[config.mk]
export PLATFORM = sky130hd
export DESIGN_NAME = kcef_front
export DESIGN_NICKNAME = d
export VERILOG_FILES = /design/src/kcef_pkg.sv /design/src/kcef_front.sv
export SDC_FILE = /design/constraint.sdc
export NUM_CORES = 1
export LEC_CHECK = 0
export BUFFER_PORTS_ARGS = -buffer_cell sky130_fd_sc_hd__buf_2
export CORE_AREA = 10 10 132 134
export DETAILED_ROUTE_END_ITERATION = 10
export DIE_AREA = 0 0 142 144
export GPL_TIMING_DRIVEN = 0
export PLACE_DENSITY_LB_ADDON = 0.15
export SLEW_MARGIN = 40
export SYNTH_ARGS = -nofsm -noshare
export SYNTH_HDL_FRONTEND = slang
export SYNTH_SLANG_ARGS = --single-unit
[constraint.sdc]
create_clock -name clk_i -period 5.1 [get_ports clk_i]
set_clock_uncertainty 0.2 [all_clocks]
set_input_delay 0.765 -clock clk_i [delete_from_list [all_inputs] [get_ports clk_i]]
set_output_delay 0.765 -clock clk_i [all_outputs]
set_load 0.05 [all_outputs]
[src/kcef_pkg.sv]
// ============================================================================
// kcef_pkg
// Types and constants of the key-change event FIFO: beat structs, item
// kind codes, pop status codes, queued operation types and the back-end state type.
// ============================================================================
package kcef_pkg;

  // Ring of FifoDepth slots, holding at most FifoDepth-1 events.
  localparam int unsigned FifoDepth = 1024;
  localparam int unsigned IdxW      = $clog2(FifoDepth);
  localparam int unsigned CntW      = 10;

  // All 32 key bits of a pattern count.
  localparam logic [31:0] KeyMask = 32'hFFFF_FFFF;

  // Item kind codes.
  localparam logic [1:0] KindTick = 2'd0;
  localparam logic [1:0] KindCtrl = 2'd1;
  localparam logic [1:0] KindPop  = 2'd2;

  // Pop status codes.
  localparam logic [2:0] StNone      = 3'd0;
  localparam logic [2:0] StEvent     = 3'd1;
  localparam logic [2:0] StEmptyRun  = 3'd2;
  localparam logic [2:0] StEmptyStop = 3'd3;
  localparam logic [2:0] StOverflow  = 3'd4;

  // Input beat.
  typedef struct packed {
    logic [1:0]  kind;
    logic [31:0] key_pattern;
    logic [31:0] sample_count;
    logic [31:0] timestamp;
    logic        flush_buffer;
    logic        clear_errors;
    logic        stop_capture;
    logic        start_capture;
  } kcef_in_t;

  // Output beat.
  typedef struct packed {
    logic [2:0]      read_status;
    logic [31:0]     event_pattern;
    logic [31:0]     event_count;
    logic [31:0]     event_time;
    logic            running_flag;
    logic            overflow_flag;
    logic [CntW-1:0] entries_count;
  } kcef_out_t;

  // Operation classes handed from the front end to the back end.
  typedef enum logic [1:0] {
    OP_TICK,
    OP_CTRL,
    OP_POP,
    OP_NOP
  } kcef_op_e;

  // One queued operation.
  typedef struct packed {
    kcef_op_e    op;
    logic [31:0] key;
    logic [31:0] count;
    logic [31:0] stamp;
    logic        flush;
    logic        clr_err;
    logic        stop;
    logic        start;
  } kcef_op_t;

  // Back-end states.
  typedef enum logic {
    BK_EXEC,
    BK_POP
  } kcef_bk_state_e;

endpackage

[src/kcef_front.sv]
// ============================================================================
// kcef_front
// Accepts input beats, classifies them by kind and queues the resulting
// operations in a two-entry queue for the back end.
// ============================================================================
module kcef_front (
  input  logic              clk_i,
  input  logic              rst_ni,
  input  logic              in_valid_i,
  output logic              in_stall_o,
  input  kcef_pkg::kcef_in_t in_data_i,
  output logic              op_valid_o,
  output kcef_pkg::kcef_op_t op_o,
  input  logic              op_take_i
);

  kcef_pkg::kcef_op_t op_new;
  kcef_pkg::kcef_op_t q_mem_q [2];
  logic               wr_ptr_q, wr_ptr_d;
  logic               rd_ptr_q, rd_ptr_d;
  logic [1:0]         cnt_q, cnt_d;
  logic               push, pop;

  // Classify the incoming beat by kind; every field is kept whatever the kind.
  always_comb begin
    op_new         = '0;
    op_new.op      = kcef_pkg::OP_NOP;
    op_new.key     = in_data_i.key_pattern & kcef_pkg::KeyMask;
    op_new.count   = in_data_i.sample_count;
    op_new.stamp   = in_data_i.timestamp;
    op_new.flush   = in_data_i.flush_buffer;
    op_new.clr_err = in_data_i.clear_errors;
    op_new.stop    = in_data_i.stop_capture;
    op_new.start   = in_data_i.start_capture;
    case (in_data_i.kind)
      kcef_pkg::KindTick: op_new.op = kcef_pkg::OP_TICK;
      kcef_pkg::KindCtrl: op_new.op = kcef_pkg::OP_CTRL;
      kcef_pkg::KindPop:  op_new.op = kcef_pkg::OP_POP;
      default:            op_new.op = kcef_pkg::OP_NOP;
    endcase
  end

  // Queue control.
  assign in_stall_o = (cnt_q == 2'd2);
  assign push       = in_valid_i && !in_stall_o;
  assign pop        = op_take_i && (cnt_q != 2'd0);
  assign op_valid_o = (cnt_q != 2'd0);
  assign op_o       = q_mem_q[rd_ptr_q];

  always_comb begin
    wr_ptr_d = wr_ptr_q ^ push;
    rd_ptr_d = rd_ptr_q ^ pop;
    cnt_d    = cnt_q + {1'b0, push} - {1'b0, pop};
  end

  always_ff @(posedge clk_i or negedge rst_ni) begin
    if (!rst_ni) begin
      wr_ptr_q <= 1'b0;
      rd_ptr_q <= 1'b0;
      cnt_q    <= 2'd0;
    end else begin
      wr_ptr_q <= wr_ptr_d;
      rd_ptr_q <= rd_ptr_d;
      cnt_q    <= cnt_d;
    end
  end

  // Queue payload storage.
  always_ff @(posedge clk_i) begin
    if (push) begin
      q_mem_q[wr_ptr_q] <= op_new;
    end
  end

endmodule

==> run metrics, run 1 <==
Post-Syn Nets=roughly 450; simple-gate portion of the synthesized area=less than 1%; TritonCTS clock tree=done; Ys Warns=0; DRC=0; vias in the first global route=between 4000 and 5000; max-slew violations=0; die area=slightly above 20000 sq um; Crit path max-delay family=buffers and inverters; Vias per Instance=about 5.0; RSZ-0062 raised after global routing=false; measured slew at the worst slew-check pin=413 ps; total gr overflow=0; Gate Count Post-Synth=~340; R2R depth=4; Post-CTS Resized=0; Setup CP Type=flip-flop to output pin; Worst R2R Start=cnt_q[1]; mux cell area share after synthesis=15.1%; I/O pin cnt=210; die height=144 um; xor/xnor share of the synthesized area=less than 1%; Finished Cell Area=9630 sq um; f_max=approximately 350 MHz; clk sinks=approximately 210; DR vias=3884; CTS root buffer=clkbuf_16; CP arrival=about 1900 ps; TritonRoute pass-1 iters=4; synthesized area per cell=around 22 sq um; post-synthesis compound-gate area fraction=less than 1%; first-pass GRT wire length=23000 um; CP startpoint kind=flip-flop; row count=between 40 and 50; register area share after synthesis=about four fifths; Worst R2R End=q_mem_q[1][21]; DR WL/cell=roughly 20 um; setup bufs post-CTS=0; worst vdd ir=around 0.47 mV; FF-to-FF setup slack=3060 ps; Max Cap Viol=0; largest family of logic cells by synthesized area=multiplexers; status=completed; Yosys reg bits=~210; Tmin final=between 2000 and 3000 ps; Port Buf Inserts=between 200 and 250; largest net degree at the start of global routing=40; endpoints failing hold=0; gr usage total=14.3%; leakage power=3.64 nW; fill cell count=1086; Worst slew margin=~72%; Starting DRT DRC Count=190; Synth cell types=16; Worst path slowest cell=dfrtp_1; worst stage delay on the critical path=400 ps; buffers plus inverters on the worst setup path=3; CTS buffer count=22; Power Dens Cells=between 600 and 700 nW/um^2; Post-DP Area=between 8000 and 9000 sq um; required time of the critical path=approximately 4100 ps; Hold Crit Class=input pin to flip-flop; Pwr Total=about 6.7 mW; drt total wl=~15000 um; GP Congestion=around 0.75; crit-path max FO=10; Post-CTS Hold Buffers=1; worst skew pair latency=approximately 480 ps; DPL Wire Length=between 10000 and 15000 um; Setup violations, final=0; starting density of the core=about half; CP Capture Type=output pin; CP Cell Sequence=buf_4, buf_6, mux2_2, buf_2; layout cell share with drive strength beyond 1=between 50% and 60%; WP depth=4; CP Launch Point=rd_ptr_q; Die W=142 um; initial antenna violation count=3; ANT nets after route=0; depth of the CTS H-tree=1; Worst-path clk slew=~60 ps; maximum buffer depth of the clock tree=3; Post-Synth Adder-Cell Area=less than 1%; period utilisation layout=56.6%; Syn Std Cell Area=about 7600 sq um; Critical Path Sink=op_o[50]; Core ar.=~15000 sq um; Net count, final=about 690; Area Growth Syn to Fin=26.7%
flip-flops by register name (all words and copies together) (netlist names):
name / count
wr_ptr_q: 1
cnt_q: 2
rd_ptr_q: 1
q_mem_q: 204
kinds of logic (layout without fill, tap and decap cells):
logic type / Yosys count / count (layout)
AND/OR/NAND/NOR: 4 / 4
buffers and inverters: 17 / 267
AO/OA/AOI/OAI: 1 / 1
multiplexers: 102 / 102
adder cells (fa/ha/maj): 4 / 4
flip-flops: 208 / 208
other: 0 / 1
XOR/XNOR: 3 / 3
power by group:
part / leakage (nW) / switching, mW / internal, mW
sequential: 1.94 / 0.0863 / 2.33
clock: 0.312 / 0.573 / 0.819
combinational: 1.39 / 2.04 / 0.804
total: 3.64 / 2.70 / 3.96
worst min path at each step:
stage                        from              to  cells after the start
global route        in_data_i[13]  q_mem_q[0][13]                      1
detailed placement       cnt_q[1]        cnt_q[1]                      1
global placement         cnt_q[1]        cnt_q[1]                      1
CTS                 in_data_i[13]  q_mem_q[0][13]                      1
finish              in_data_i[13]  q_mem_q[1][13]                      1
floorplan                  rst_ni        cnt_q[0]                      0
cell usage after synthesis:
library cell,number,area share (%)
and2_1,1,0.082
buf_2,3,0.20
buf_4,1,0.099
buf_6,7,1.0
clkbuf_1,2,0.099
dfrtp_1,4,1.3
edfxtp_1,204,81
ha_1,4,0.66
inv_1,4,0.20
mux2_2,102,15
nand2_1,1,0.049
nand2b_1,1,0.082
o21a_1,1,0.099
or2_2,1,0.082
xnor2_1,2,0.23
xor2_1,1,0.12
layout make-up:
type	count	area (sq um)	share of cell area, %
Sequential cell	208	6230	64.6
Multi-Input combinational cell	114	1280	13.3
Timing Repair Buffer	212	1130	11.7
Clock buffer	29	598	6.21
Tap cell	188	235	2.44
Buffer	13	109	1.13
Clock inverter	9	41.3	0.429
Inverter	4	15.0	0.156
Antenna cell	1	2.50	0.0260
metrics by stage:
stage / setup TNS, ps / hold WS, ps / instances / util (%) / worst slack (ps)
3_5_place_dp: 0 / 323 / 738 / 60.4 / 2670
3_3_place_gp: -53830 / 299 / 734 / 59.7 / -268
2_1_floorplan: 0 / 269 / 339 / - / 1120
4_1_cts: 0 / 253 / 777 / 64.8 / 2150
6_report: 0 / 273 / 778 / 64.8 / 2210
5_1_grt: 0 / 250 / 777 / 64.8 / 2100
worst register-to-register path, delay by kind of cell (launching register included):
kind / cells / cell delay [ps]
fa+ha+maj: 1 / 430
buf+inv: 1 / 300
flops: 1 / 410
simple gates: 2 / 360
layer usage:
| layer | up-vias | global-route usage, % | wire length, um |
|---|---|---|---|
| li1 | 1819 | - | - |
| met1 | 1887 | 16.3 | 5850 |
| met2 | 151 | 23.9 | 7620 |
| met3 | 25 | 6.03 | 1440 |
| met4 | 2 | 4.09 | 274 |
| met5 | - | 0 | 13 |
placed cells by master (no fill, tap or decap):
| master | synthesis | layout |
|---|---|---|
| xor2_1 | 1 | 1 |
| nand2b_1 | 1 | 1 |
| edfxtp_1 | 204 | 204 |
| buf_6 | 7 | 7 |
| and2_1 | 1 | 1 |
| mux2_2 | 102 | 102 |
| buf_2 | 3 | 210 |
| dfrtp_1 | 4 | 4 |
| ha_1 | 4 | 2 |
| clkinv_4 | 0 | 1 |
| xnor2_1 | 2 | 2 |
| or2_2 | 1 | 1 |
| diode_2 | 0 | 1 |
| clkbuf_1 | 2 | 8 |
| buf_4 | 1 | 1 |
| nand2_1 | 1 | 1 |
| clkinv_2 | 0 | 2 |
| clkbuf_16 | 0 | 23 |
| o21a_1 | 1 | 1 |
| ha_4 | 0 | 2 |
| dlygate4sd3_1 | 0 | 1 |
| clkinv_1 | 0 | 6 |
| buf_12 | 0 | 4 |
| inv_1 | 4 | 4 |
Power figures use the tool's default switching activity.
==> run 2: changes to the inputs <==
==> constraint.sdc (replaced) <==
create_clock -name clk_i -period 2.7 [get_ports clk_i]
set_clock_uncertainty 0.2 [all_clocks]
set_input_delay 0.405 -clock clk_i [delete_from_list [all_inputs] [get_ports clk_i]]
set_output_delay 0.405 -clock clk_i [all_outputs]
set_load 0.05 [all_outputs]
==> run 2 against run 1 <==
  * Non-clock buffer count is 102 higher
  * Routed wire length is 11% higher
  * First-iteration DRC count is 2.1% lower
  * Clock-buffer cell count stayed put
  * Worst setup slack worse by 2100 ps
==> run metrics, run 2 (same netlist as run 1, synthesis figures left out) <==
status=completed; CTS root buffer=clkbuf_16; DR WL/cell=19.2 um (-1.9%); Pwr Total=12.8 mW (+92%); initial antenna violation count=0 (-3); GP Congestion=0.751 (unchanged); worst skew pair latency=480 ps (about the same); CTS buffer count=22 (unchanged); Starting DRT DRC Count=186 (-2.1%); DRC=0 (unchanged); R2R depth=4 (unchanged); TritonCTS clock tree=done; Worst R2R End=q_mem_q[1][62]; TritonRoute pass-1 iters=4 (unchanged); I/O pin cnt=210 (unchanged); Biggest register=q_mem_q; leakage power=4.07 nW (+12%); CP Cell Sequence=buf_4, buf_6, mux2_2, buf_2; Critical Path Sink=op_o[67]; crit-path max FO=10 (unchanged); CP Capture Type=output pin; die area=20400 sq um (unchanged); required time of the critical path=2100 ps (-2040 ps); Worst path slowest cell=dfrtp_1; starting density of the core=51.2% (unchanged); Worst-path clk slew=50 ps (about the same); drt total wl=16900 um (+11%); Post-CTS Resized=0 (unchanged); Port Buf Inserts=207 (unchanged); maximum buffer depth of the clock tree=3 (unchanged); Tmin final=around 2500 ps; CP arrival=1930 ps (about the same); gr usage total=15.8% (+1.6 points); DPL Wire Length=10800 um (unchanged); commonest non-fill, non-tap cell in the layout=buf_2; clk sinks=208 (unchanged); post-place setup slack=627 ps (-2040 ps); worst stage delay on the critical path=410 ps (about the same); CP startpoint kind=flip-flop; Worst slew margin=72.1% (-0.36 points); row count=45 (unchanged); total gr overflow=0 (unchanged); Worst R2R Start=cnt_q[0]; measured slew at the worst slew-check pin=418 ps (+5.33 ps); FF-to-FF setup slack=660 ps (-2400 ps); Area Growth Syn to Fin=40.1%; first-pass GRT wire length=25900 um (+12%); largest net degree at the start of global routing=40 (unchanged); Vias per Instance=4.91 (-1.6%); CP Launch Point=rd_ptr_q; ANT nets after route=0 (unchanged); endpoints failing hold=0 (unchanged); Net count, final=787 (+15%); Largest regs=q_mem_q: 204 flops, cnt_q: 2 flops; Hold Crit Class=input pin to async pin; layout cell share with drive strength beyond 1=51.1% (-8.8 points); Setup violations, final=0 (unchanged); Final WS setup=162 ps (-2050 ps); Die W=142 um (unchanged); RSZ-0062 raised after global routing=false; f_max=slightly below 400 MHz; Setup CP Type=flip-flop to output pin; vias in the first global route=4845 (+11%); worst vdd ir=0.672 mV (+41%); max reg flops=204 (unchanged); max-slew violations=0 (unchanged); commonest cells after routing, fill and taps aside=buf_2, edfxtp_1, dlygate4sd3_1; TNS Setup=0 ps (unchanged); DR vias=4318 (+11%); Antenna diodes=0 (-1); Core ar.=14900 sq um (unchanged); die height=144 um (unchanged); depth of the CTS H-tree=1 (unchanged); Max Cap Viol=0 (unchanged); Power Dens Cells=1200 nW/um^2 (+73%); period utilisation layout=94.0%
## run 2: cell count changes in the layout (fill, tap and decap cells not counted)
cell           before  now
dlygate4sd3_1       1  103
diode_2             1    0
## run 2: per-layer routing
layer / wire, um / part of all wire (%) / GRT usage (%)
met2: 8600 / 51 / 27.2
met4: 365 / 2.2 / 4.73
met5: 0 / 0 / 0
met3: 1470 / 8.7 / 5.64
met1: 6410 / 38 / 18.2
## run 2: worst max-delay path: cells and delay by family, from the launching register on
kind / cells / cell delay, ps
buffers and inverters: 3 / 670
flip-flops: 1 / 410
multiplexers: 1 / 360
## run 2: report_power, final
group | internal [mW] | switching [mW] | leakage, nW | total, mW
combinational | 1.62 | 3.93 | 1.82 | 5.54
sequential | 4.41 | 0.173 | 1.94 | 4.58
clock | 1.55 | 1.09 | 0.312 | 2.64
total | 7.57 | 5.19 | 4.07 | 12.8
## run 2: worst min path at each step
stage | start | endpoint | slack [ps] | cells past startpoint
2_1_floorplan | rst_ni | cnt_q[0] | -90 | 0
3_3_place_gp | rst_ni | cnt_q[0] | 10 | 1
3_5_place_dp | rst_ni | cnt_q[0] | 10 | 1
4_1_cts | rst_ni | cnt_q[0] | 60 | 2
5_1_grt | rst_ni | cnt_q[0] | 80 | 2
6_report | rst_ni | cnt_q[0] | 70 | 2
## run 2: timing repair
item                      CTS  global route
hold endpoints to repair  208             0
hold buffers              103             0
setup buffers               0             0
## run 2: through the flow
step | cells | hold slack, ps | area (sq um) | utilization [%]
floorplan | 339 | -90.6 | 7600 | -
global placement | 734 | 12.4 | 8880 | 59.7
detailed placement | 738 | 14.3 | 8980 | 60.4
CTS | 879 | 59.2 | 10700 | 71.7
global route | 879 | 77.4 | 10700 | 71.7
finish | 879 | 65.4 | 10700 | 71.7
## run 2: layout make-up
type / instances / area, sq um
tap: 188 / 235
buffer: 13 / 109
fill: 951 / 4210
sequential: 208 / 6230
multi-input combinational: 114 / 1280
timing repair buffer: 314 / 2150
clock buffer: 29 / 598
inverter: 4 / 15.0
clock inverter: 9 / 41.3
